--- config.mk ---
export PLATFORM = sky130hd
export DESIGN_NAME = line_pixel_generator_flat
export DESIGN_NICKNAME = d
export VERILOG_FILES = /design/src/rtl/core/lpg_pkg.sv /design/src/rtl/core/lpg_req_if.sv /design/src/rtl/core/lpg_rsp_if.sv /design/src/rtl/core/lpg_front.sv /design/src/rtl/core/lpg_queue.sv /design/src/rtl/core/lpg_back.sv /design/src/rtl/core/line_pixel_generator.sv /design/src/flat_wrapper.sv
export SDC_FILE = /design/constraint.sdc
export NUM_CORES = 1
export LEC_CHECK = 0
export BUFFER_PORTS_ARGS = -buffer_cell sky130_fd_sc_hd__buf_2
export CAP_MARGIN = 20
export CORE_MARGIN = 1.5
export CORE_UTILIZATION = 45
export DETAILED_ROUTE_END_ITERATION = 12
export PLACE_DENSITY = 0.73
export SLEW_MARGIN = 30
export SYNTH_ARGS = -nofsm -noshare
export SYNTH_HDL_FRONTEND = slang
export SYNTH_HIERARCHICAL = 1
export SYNTH_SLANG_ARGS = --single-unit
--- constraint.sdc ---
create_clock -name clock -period 5.9 [get_ports clock]
set_input_delay 0.59 -clock clock [delete_from_list [all_inputs] [get_ports clock]]
set_output_delay 0.59 -clock clock [all_outputs]
set_load 0.01 [all_outputs]
--- src/rtl/core/lpg_pkg.sv ---
// Package for the line pixel generator: coordinate widths, the segment
// descriptor that travels from the front to the back, and queue sizing.
// Depends on nothing; every other file of the block imports it.
`default_nettype none

package lpg_pkg;

   // Coordinate and decision widths are fixed by the pixel format.
   localparam int COORD_W        = 6;
   localparam int DEC_W          = 8;
   localparam int FRAME_SIZE_DEF = 64;

   // Depth of the descriptor queue between front and back.
   localparam int QUEUE_DEPTH = 2;
   localparam int QPTR_W      = (QUEUE_DEPTH > 1) ? $clog2(QUEUE_DEPTH) : 1;
   localparam int QCNT_W      = $clog2(QUEUE_DEPTH + 1);

   // Stepping directions and major axis of one segment.
   typedef struct packed {
      logic ymajor;
      logic yneg;
      logic xneg;
   } dir_type;

   // Everything the back needs to walk one segment.
   typedef struct packed {
      logic [COORD_W-1:0]    start_x;
      logic [COORD_W-1:0]    start_y;
      logic [COORD_W-1:0]    major;
      logic signed [DEC_W-1:0] dec_init;
      logic signed [DEC_W-1:0] inc_straight;
      logic signed [DEC_W-1:0] inc_diag;
      dir_type               dir;
   } seg_type;

endpackage

`default_nettype wire

--- src/rtl/core/lpg_req_if.sv ---
// Input channel of the line pixel generator: one word is one segment.
// Depends on lpg_pkg for the coordinate width.
`default_nettype none

interface lpg_req_if
   import lpg_pkg::*;
();
   logic               valid;
   logic               ready;
   logic [COORD_W-1:0] start_x;
   logic [COORD_W-1:0] start_y;
   logic [COORD_W-1:0] end_x;
   logic [COORD_W-1:0] end_y;

   modport source (output valid, start_x, start_y, end_x, end_y, input ready);
   modport sink   (input valid, start_x, start_y, end_x, end_y, output ready);
endinterface

`default_nettype wire

--- src/rtl/core/lpg_rsp_if.sv ---
// Result channel of the line pixel generator: one word is one pixel.
// Depends on lpg_pkg for the coordinate width.
`default_nettype none

interface lpg_rsp_if
   import lpg_pkg::*;
();
   logic               valid;
   logic               ready;
   logic [COORD_W-1:0] pixel_x;
   logic [COORD_W-1:0] pixel_y;
   logic               last;

   modport source (output valid, pixel_x, pixel_y, last, input ready);
   modport sink   (input valid, pixel_x, pixel_y, last, output ready);
endinterface

`default_nettype wire

--- src/rtl/core/lpg_front.sv ---
// Front of the line pixel generator: accepts segments, clamps them to the
// frame and classifies them into a descriptor. Depends on lpg_pkg, lpg_req_if.
`default_nettype none

module lpg_front
   import lpg_pkg::*;
#(
   parameter int FRAME_SIZE = FRAME_SIZE_DEF
) (
   lpg_req_if.sink        req,
   input  wire logic      queue_full,
   output logic           push,
   output seg_type        seg
);

   localparam logic [COORD_W-1:0] MaxCoord = COORD_W'(FRAME_SIZE - 1);

   logic [COORD_W-1:0] sx;
   logic [COORD_W-1:0] sy;
   logic [COORD_W-1:0] ex;
   logic [COORD_W-1:0] ey;
   logic               xneg;
   logic               yneg;
   logic               ymajor;
   logic [COORD_W-1:0] abs_dx;
   logic [COORD_W-1:0] abs_dy;
   logic [COORD_W-1:0] major;
   logic [COORD_W-1:0] minor;
   logic [DEC_W-1:0]   minor2;
   logic [DEC_W-1:0]   major2;

   // Any coordinate beyond the frame saturates to its last pixel.
   assign sx = (req.start_x > MaxCoord) ? MaxCoord : req.start_x;
   assign sy = (req.start_y > MaxCoord) ? MaxCoord : req.start_y;
   assign ex = (req.end_x   > MaxCoord) ? MaxCoord : req.end_x;
   assign ey = (req.end_y   > MaxCoord) ? MaxCoord : req.end_y;

   // Deltas, directions and the major axis; equal deltas pick y as major.
   assign xneg   = ex < sx;
   assign yneg   = ey < sy;
   assign abs_dx = xneg ? (sx - ex) : (ex - sx);
   assign abs_dy = yneg ? (sy - ey) : (ey - sy);
   assign ymajor = !(abs_dx > abs_dy);
   assign major  = ymajor ? abs_dy : abs_dx;
   assign minor  = ymajor ? abs_dx : abs_dy;

   // Doubled deltas for the midpoint decision terms.
   assign minor2 = {1'b0, minor, 1'b0};
   assign major2 = {1'b0, major, 1'b0};

   // Build the descriptor.
   always_comb begin
      seg.start_x      = sx;
      seg.start_y      = sy;
      seg.major        = major;
      seg.dec_init     = minor2 - {2'b00, major};
      seg.inc_straight = minor2;
      seg.inc_diag     = minor2 - major2;
      seg.dir.ymajor   = ymajor;
      seg.dir.yneg     = yneg;
      seg.dir.xneg     = xneg;
   end

   // A segment is taken whenever the queue has room.
   assign req.ready = !queue_full;
   assign push      = req.valid && !queue_full;

endmodule

`default_nettype wire

--- src/rtl/core/lpg_queue.sv ---
// Short descriptor queue between the front and the back of the line pixel
// generator. Depends on lpg_pkg for the descriptor type and depth.
`default_nettype none

module lpg_queue
   import lpg_pkg::*;
(
   input  wire logic    clock,
   input  wire logic    reset,
   input  wire logic    push,
   input  wire seg_type push_seg,
   input  wire logic    pop,
   output seg_type      head,
   output logic         full,
   output logic         empty
);

   localparam logic [QPTR_W-1:0] LastPtr = QPTR_W'(QUEUE_DEPTH - 1);
   localparam logic [QCNT_W-1:0] DepthCnt = QCNT_W'(QUEUE_DEPTH);

   seg_type           mem [QUEUE_DEPTH];
   seg_type           head_ff;
   logic [QPTR_W-1:0] wr_ptr_ff;
   logic [QPTR_W-1:0] wr_ptr_in;
   logic [QPTR_W-1:0] rd_ptr_ff;
   logic [QPTR_W-1:0] rd_ptr_in;
   logic [QCNT_W-1:0] count_ff;
   logic [QCNT_W-1:0] count_in;

   assign full  = count_ff == DepthCnt;
   assign empty = count_ff == '0;
   assign head  = head_ff;

   // Pointer and fill count updates.
   always_comb begin
      wr_ptr_in = wr_ptr_ff;
      rd_ptr_in = rd_ptr_ff;
      count_in  = count_ff;
      if (push) begin
         wr_ptr_in = (wr_ptr_ff == LastPtr) ? '0 : wr_ptr_ff + 1'b1;
      end
      if (pop) begin
         rd_ptr_in = (rd_ptr_ff == LastPtr) ? '0 : rd_ptr_ff + 1'b1;
      end
      if (push && !pop) begin
         count_in = count_ff + 1'b1;
      end else if (pop && !push) begin
         count_in = count_ff - 1'b1;
      end
   end

   always_ff @(posedge clock) begin
      if (reset) begin
         wr_ptr_ff <= '0;
         rd_ptr_ff <= '0;
         count_ff  <= '0;
      end else begin
         wr_ptr_ff <= wr_ptr_in;
         rd_ptr_ff <= rd_ptr_in;
         count_ff  <= count_in;
      end
   end

   // Descriptor storage.
   always_ff @(posedge clock) begin
      if (push) begin
         mem[wr_ptr_ff] <= push_seg;
      end
   end

   // Registered read at the next read address, so the head always shows the
   // oldest entry; a word written into that slot in the same cycle is passed on.
   always_ff @(posedge clock) begin
      if (push && (wr_ptr_ff == rd_ptr_in)) begin
         head_ff <= push_seg;
      end else begin
         head_ff <= mem[rd_ptr_in];
      end
   end

   // The front never writes a full queue and the back never reads an empty one.
   a_no_overflow: assert property (@(posedge clock) disable iff (reset)
      push |-> (count_ff < DepthCnt))
      else $error("descriptor queue written while full");

   a_no_underflow: assert property (@(posedge clock) disable iff (reset)
      pop |-> (count_ff != '0))
      else $error("descriptor queue read while empty");

endmodule

`default_nettype wire

--- src/rtl/core/lpg_back.sv ---
// Back of the line pixel generator: walks one segment descriptor at a time
// and emits one pixel word per cycle from its output register when rsp
// is ready. Depends on lpg_pkg and lpg_rsp_if.
`default_nettype none

module lpg_back
   import lpg_pkg::*;
(
   input  wire logic    clock,
   input  wire logic    reset,
   input  wire seg_type head,
   input  wire logic    empty,
   output logic         pop,
   lpg_rsp_if.source    rsp
);

   logic                    active_ff;
   logic                    active_in;
   logic [COORD_W-1:0]      cur_x_ff;
   logic [COORD_W-1:0]      cur_x_in;
   logic [COORD_W-1:0]      cur_y_ff;
   logic [COORD_W-1:0]      cur_y_in;
   logic signed [DEC_W-1:0] dec_ff;
   logic signed [DEC_W-1:0] dec_in;
   logic [COORD_W-1:0]      steps_ff;
   logic [COORD_W-1:0]      steps_in;
   logic signed [DEC_W-1:0] inc_straight_ff;
   logic signed [DEC_W-1:0] inc_straight_in;
   logic signed [DEC_W-1:0] inc_diag_ff;
   logic signed [DEC_W-1:0] inc_diag_in;
   dir_type                 dir_ff;
   dir_type                 dir_in;
   logic                    fire;
   logic                    done;
   logic                    step_minor;
   logic                    move_x;
   logic                    move_y;

   // The held pixel is the output word.
   assign rsp.valid   = active_ff;
   assign rsp.pixel_x = cur_x_ff;
   assign rsp.pixel_y = cur_y_ff;
   assign rsp.last    = steps_ff == '0;

   assign fire = active_ff && rsp.ready;
   assign done = fire && (steps_ff == '0);
   assign pop  = !empty && (!active_ff || done);

   // The minor axis steps when the decision is zero or positive.
   assign step_minor = !dec_ff[DEC_W-1];
   assign move_x     = !dir_ff.ymajor || step_minor;
   assign move_y     = dir_ff.ymajor || step_minor;

   // Load a new segment, take one step, or go idle after the end point.
   always_comb begin
      active_in       = active_ff;
      cur_x_in        = cur_x_ff;
      cur_y_in        = cur_y_ff;
      dec_in          = dec_ff;
      steps_in        = steps_ff;
      inc_straight_in = inc_straight_ff;
      inc_diag_in     = inc_diag_ff;
      dir_in          = dir_ff;
      if (pop) begin
         active_in       = 1'b1;
         cur_x_in        = head.start_x;
         cur_y_in        = head.start_y;
         dec_in          = head.dec_init;
         steps_in        = head.major;
         inc_straight_in = head.inc_straight;
         inc_diag_in     = head.inc_diag;
         dir_in          = head.dir;
      end else if (done) begin
         active_in = 1'b0;
      end else if (fire) begin
         if (move_x) begin
            cur_x_in = dir_ff.xneg ? (cur_x_ff - 1'b1) : (cur_x_ff + 1'b1);
         end
         if (move_y) begin
            cur_y_in = dir_ff.yneg ? (cur_y_ff - 1'b1) : (cur_y_ff + 1'b1);
         end
         dec_in   = dec_ff + (step_minor ? inc_diag_ff : inc_straight_ff);
         steps_in = steps_ff - 1'b1;
      end
   end

   // Control state.
   always_ff @(posedge clock) begin
      if (reset) begin
         active_ff <= 1'b0;
         steps_ff  <= '0;
      end else begin
         active_ff <= active_in;
         steps_ff  <= steps_in;
      end
   end

   // Segment payload.
   always_ff @(posedge clock) begin
      cur_x_ff        <= cur_x_in;
      cur_y_ff        <= cur_y_in;
      dec_ff          <= dec_in;
      inc_straight_ff <= inc_straight_in;
      inc_diag_ff     <= inc_diag_in;
      dir_ff          <= dir_in;
   end

   // A pixel that is not the end point is always followed at once by another.
   a_run_continues: assert property (@(posedge clock) disable iff (reset)
      (fire && !rsp.last) |=> rsp.valid)
      else $error("segment run broke off before its end point");

   // Every step moves along the major axis, so the pixel always changes.
   a_pixel_moves: assert property (@(posedge clock) disable iff (reset)
      (fire && !rsp.last) |=> ((cur_x_ff != $past(cur_x_ff)) ||
                               (cur_y_ff != $past(cur_y_ff))))
      else $error("step did not move the pixel");

   // The decision value never reaches the negative end of its signed range.
   a_dec_range: assert property (@(posedge clock) disable iff (reset)
      active_ff |-> (dec_ff != {1'b1, {(DEC_W-1){1'b0}}}))
      else $error("decision value reached the end of its range");

endmodule

`default_nettype wire

--- src/rtl/core/line_pixel_generator.sv ---
// Top level of the line pixel generator: front, descriptor queue and back.
// Depends on lpg_pkg, lpg_req_if, lpg_rsp_if, lpg_front, lpg_queue, lpg_back.
//
//   Channel   Direction  Word                              Handshake
//   req_chan  in         start_x, start_y, end_x, end_y    valid/ready
//   rsp_chan  out        pixel_x, pixel_y, last            valid/ready
//
// A segment gives max(|dx|,|dy|)+1 pixel words, 1 to 64 of them, one per
// cycle from the back's output register while rsp_chan is ready.
// On its way out a segment passes the queue head and back output registers.
// The queue holds two classified segments, so while the back stalls the front
// takes words until it is full; the back moves to the next segment with no gap.
// Reset is synchronous and empties the queue and the back.
`default_nettype none

module line_pixel_generator
   import lpg_pkg::*;
#(
   parameter int FRAME_SIZE = FRAME_SIZE_DEF
) (
   input  wire logic  clock,
   input  wire logic  reset,
   lpg_req_if.sink    req_chan,
   lpg_rsp_if.source  rsp_chan
);

   logic    push;
   logic    pop;
   logic    full;
   logic    empty;
   seg_type push_seg;
   seg_type head;

   // Accept and classify segments.
   lpg_front #(
      .FRAME_SIZE (FRAME_SIZE)
   ) u_front (
      .req        (req_chan),
      .queue_full (full),
      .push       (push),
      .seg        (push_seg)
   );

   // Decouple the front from the back.
   lpg_queue u_queue (
      .clock    (clock),
      .reset    (reset),
      .push     (push),
      .push_seg (push_seg),
      .pop      (pop),
      .head     (head),
      .full     (full),
      .empty    (empty)
   );

   // Walk each segment and emit its pixels.
   lpg_back u_back (
      .clock (clock),
      .reset (reset),
      .head  (head),
      .empty (empty),
      .pop   (pop),
      .rsp   (rsp_chan)
   );

endmodule

`default_nettype wire

--- src/flat_wrapper.sv ---
// flat-port wrapper written by rule: the top's interface ports become plain ports
module line_pixel_generator_flat import lpg_pkg::*;
#(
   parameter int FRAME_SIZE = FRAME_SIZE_DEF
)
  (clock, reset, req_chan_valid, req_chan_start_x, req_chan_start_y, req_chan_end_x, req_chan_end_y, req_chan_ready, rsp_chan_valid, rsp_chan_pixel_x, rsp_chan_pixel_y, rsp_chan_last, rsp_chan_ready);
  lpg_req_if req_chan_i ();
  lpg_rsp_if rsp_chan_i ();
  input  wire logic clock;
  input  wire logic reset;
  input wire logic [$bits(req_chan_i.valid)-1:0] req_chan_valid;
  input wire logic [$bits(req_chan_i.start_x)-1:0] req_chan_start_x;
  input wire logic [$bits(req_chan_i.start_y)-1:0] req_chan_start_y;
  input wire logic [$bits(req_chan_i.end_x)-1:0] req_chan_end_x;
  input wire logic [$bits(req_chan_i.end_y)-1:0] req_chan_end_y;
  output wire logic [$bits(req_chan_i.ready)-1:0] req_chan_ready;
  output wire logic [$bits(rsp_chan_i.valid)-1:0] rsp_chan_valid;
  output wire logic [$bits(rsp_chan_i.pixel_x)-1:0] rsp_chan_pixel_x;
  output wire logic [$bits(rsp_chan_i.pixel_y)-1:0] rsp_chan_pixel_y;
  output wire logic [$bits(rsp_chan_i.last)-1:0] rsp_chan_last;
  input wire logic [$bits(rsp_chan_i.ready)-1:0] rsp_chan_ready;
  assign req_chan_i.valid = req_chan_valid;
  assign req_chan_i.start_x = req_chan_start_x;
  assign req_chan_i.start_y = req_chan_start_y;
  assign req_chan_i.end_x = req_chan_end_x;
  assign req_chan_i.end_y = req_chan_end_y;
  assign req_chan_ready = req_chan_i.ready;
  assign rsp_chan_valid = rsp_chan_i.valid;
  assign rsp_chan_pixel_x = rsp_chan_i.pixel_x;
  assign rsp_chan_pixel_y = rsp_chan_i.pixel_y;
  assign rsp_chan_last = rsp_chan_i.last;
  assign rsp_chan_i.ready = rsp_chan_ready;
  line_pixel_generator #(.FRAME_SIZE(FRAME_SIZE)) u_core (.clock(clock), .reset(reset), .req_chan(req_chan_i), .rsp_chan(rsp_chan_i));
endmodule
==> results_dict.tcl <==
set metrics [dict create \
    relSlewSlack_pct 35.00 \
    yosysTopAreaCell "edfxtp_1" \
    grt_max_degree 46 \
    clkTransAtPathRegs_ps 60 \
    cts-resized-gates 0 \
    yosysMostFrequentCell "edfxtp_1" \
    drt_iter0_drc 395 \
    critical_path.max_fanout 20 \
    clock_skew_ps 5.672 \
    routed_wl_um 15540 \
    cts_made_buffers 17 \
    setup_ws_ps 688.1 \
    gp_congestion 0.8865 \
    power.leakage_nw 3.622 \
    fin_tns_setup_ps 0 \
    clk_path_buf_depth 2 \
    drive_gt1_share_pct 22.68 \
    drv_slew 0 \
    cp.required_ps 6060 \
    cts_root_buf "clkbuf_16" \
    setup.worst_path.start_class "primary input" \
    rows 49 \
    setup_violations 0 \
    ys_ff_latch 141 \
    wl_per_cell_um 15.95 \
    synth_edf_count 129 \
    fmax_mhz 191.9 \
    die_y_um 138.0 \
    grt_pass1_vias 5140 \
    outcome "finished, final reports clean" \
    diodes 0 \
    postCtsHoldBufs 0 \
    drc 0 \
    hpwl_um 10810 \
    worstHoldPathType "primary input to register" \
    irDropWorstVdd_mv 0.4024 \
    syn-cell-area_um2 8202 \
    area_delta_synth_final_pct 11.29 \
    insertion_delay_ps 420 \
    final_area_um2 9128 \
    synth.avg_cell_area_um2 11.54 \
    crit_type "primary input to register" \
    ys_top_cells_by_area "edfxtp_1, ha_1, mux2_2" \
    synth_top_area_share_pct 47.23 \
    r2r_slack_ps 3220 \
    rsz0062_at_grt "false" \
    grt_pass1_wl_um 25330 \
    cpPeakStageDelay_ps 430 \
    antenna_found_initial 0 \
    finalHoldViolCount 0 \
    yosys-top-cells-count "edfxtp_1, inv_1, ha_1, mux2_2, nor2_1" \
    cts_tree "built" \
    die-area_um2 19050 \
    period_needed_ps 5212 \
    cts_setup_buffers 0 \
    ys_async_sr_fraction_pct 0 \
    rr_worst_depth 10 \
    io_pins 43 \
    postRouteAntennaNets 0 \
    die_w_um 138.0 \
    endpoint_kind "register" \
    start_util_pct 45.81 \
    drv_cap 0 \
    synth.distinct_cells 79 \
    worst_slew_pin_slew_ps 964.8 \
    grt_use_total_pct 16.81 \
    finalCritPeriodShare_pct 88.34 \
    place_area_um2 8528 \
    crit_slowest_cell "fa_1" \
    dr.pass1.iters 5 \
    vias_per_cell 5.388 \
    grt.overflow.total 0 \
    yosys_warnings 6 \
    yosys_most_used_dff "edfxtp_1" \
    cp.arrival_ps 5370 \
    route.vias.total 5248 \
    core_um2 17900 \
    h-tree-depth 4 \
    hold_depth 1 \
    dp_slack_ps 302.2 \
    synthCells 711 \
    ys_seq_area_share_pct 50.16 \
    nets 820 \
    cts.sink_count 141 \
    io_buffer_count 42 \
    p_per_area_nw_per_um2 599.0 \
]
[final cells by class]
type	count	area, um^2
inverter	66	252.7
timing repair buffer	52	285.3
clock inverter	13	166.4
clock buffer	19	432.9
sequential	141	4115
multi-input combinational	454	3588
tap	229	286.5
fill	1532	8775
[report_power, final]
| part | switching [W] | total, W | leakage [nW] | internal [W] |
|---|---|---|---|---|
| Sequential | 0.000150 | 0.00187 | 1.31 | 0.00172 |
| Clock | 0.000400 | 0.00107 | 0.284 | 0.000667 |
| Combinational | 0.00144 | 0.00253 | 2.03 | 0.00109 |
[through the flow]
stage          utilization (%)  hold WS [ps]  cells  power, W
2_1_floorplan                -         415.8    713  0.003822
5_1_grt                  50.99         393.4    974  0.005849
3_5_place_dp             47.64         419.2    942  0.004408
6_report                 50.99         405.1    974  0.005468
3_3_place_gp             47.64         417.1    942  0.004350
4_1_cts                  50.99         389.0    974  0.005499
[final timing paths]
path,end,from
max reg2reg,u_core/u_queue/count_ff[1]$_SDFFE_PP0P_,u_core/u_back/steps_ff[0]$_SDFFE_PP0P_
min,u_core/u_queue/mem[1][44]$_DFFE_PP_,req_chan_start_x[5]
max,u_core/u_queue/mem[0][25]$_DFFE_PP_,req_chan_start_x[0]
min reg2reg,register,u_core/u_queue/rd_ptr_ff$_SDFF_PP0_
[sequential cells by signal, summed over array words and instances, names as in the netlist, named ones only]
| signal | flops |
|---|---|
| u_core/u_back/rsp.valid | 1 |
| u_core/u_back/inc_straight_ff | 8 |
| u_core/u_back/inc_diag_ff | 8 |
| u_core/u_back/rsp.pixel_x | 6 |
| u_core/u_queue/mem | 90 |
| u_core/u_queue/count_ff | 2 |
| u_core/u_queue/rd_ptr_ff | 1 |
| u_core/u_back/steps_ff | 6 |
| u_core/u_queue/wr_ptr_ff | 1 |
| u_core/u_back/dir_ff | 3 |
| u_core/u_back/dec_ff | 8 |
| u_core/u_back/rsp.pixel_y | 6 |
[cell usage in the layout, fill, tap and decap left out, drive strengths merged, types with 4 or more instances in the layout]
cell type and instances:
o21ai 31, nand3 5, mux2 52, and2 5, o21a 5, or3 8, clkinv 6, nor3 8
fa 8, a211oi 15, a31oi 7, nor2b 15, mux2i 8, ha 52, and3 6, or2 6
nand2b 6, o31ai 4, a21o 14, buf 52, a21boi 7, inv 67, clkbuf 19, a21oi 35
o211ai 4, xor2 14, nand2 35, xnor2 9, dfxtp 12, edfxtp 129, nor2 45
[layer usage]
layer	routed length [um]	GRT usage (%)
met4	299	7.036
met5	0	0
met1	7456	23.31
met3	682	2.979
met2	7099	26.16
[critical path, delay by kind of cell]
| kind | cells | cell delay, ps |
|---|---|---|
| AO/OA/AOI/OAI | 9 | 1550 |
| XOR/XNOR | 2 | 330 |
| adder cells (fa/ha/maj) | 4 | 1390 |
| buffers and inverters | 4 | 420 |
| AND/OR/NAND/NOR | 6 | 1050 |
[kinds of logic after synthesis]
kind of cell / after synthesis / synth area share [%]
DFF: 141 / 50.16
and+or+nand+nor: 158 / 10.02
xor gates and xnor gates: 23 / 2.456
buffers and inverters: 118 / 6.377
muxes: 60 / 8.421
other: 1 / 0.04572
AOI/OAI and AO/OA: 150 / 12.63
adders and majority gates: 60 / 9.885
(Power assumes the default switching activity.)
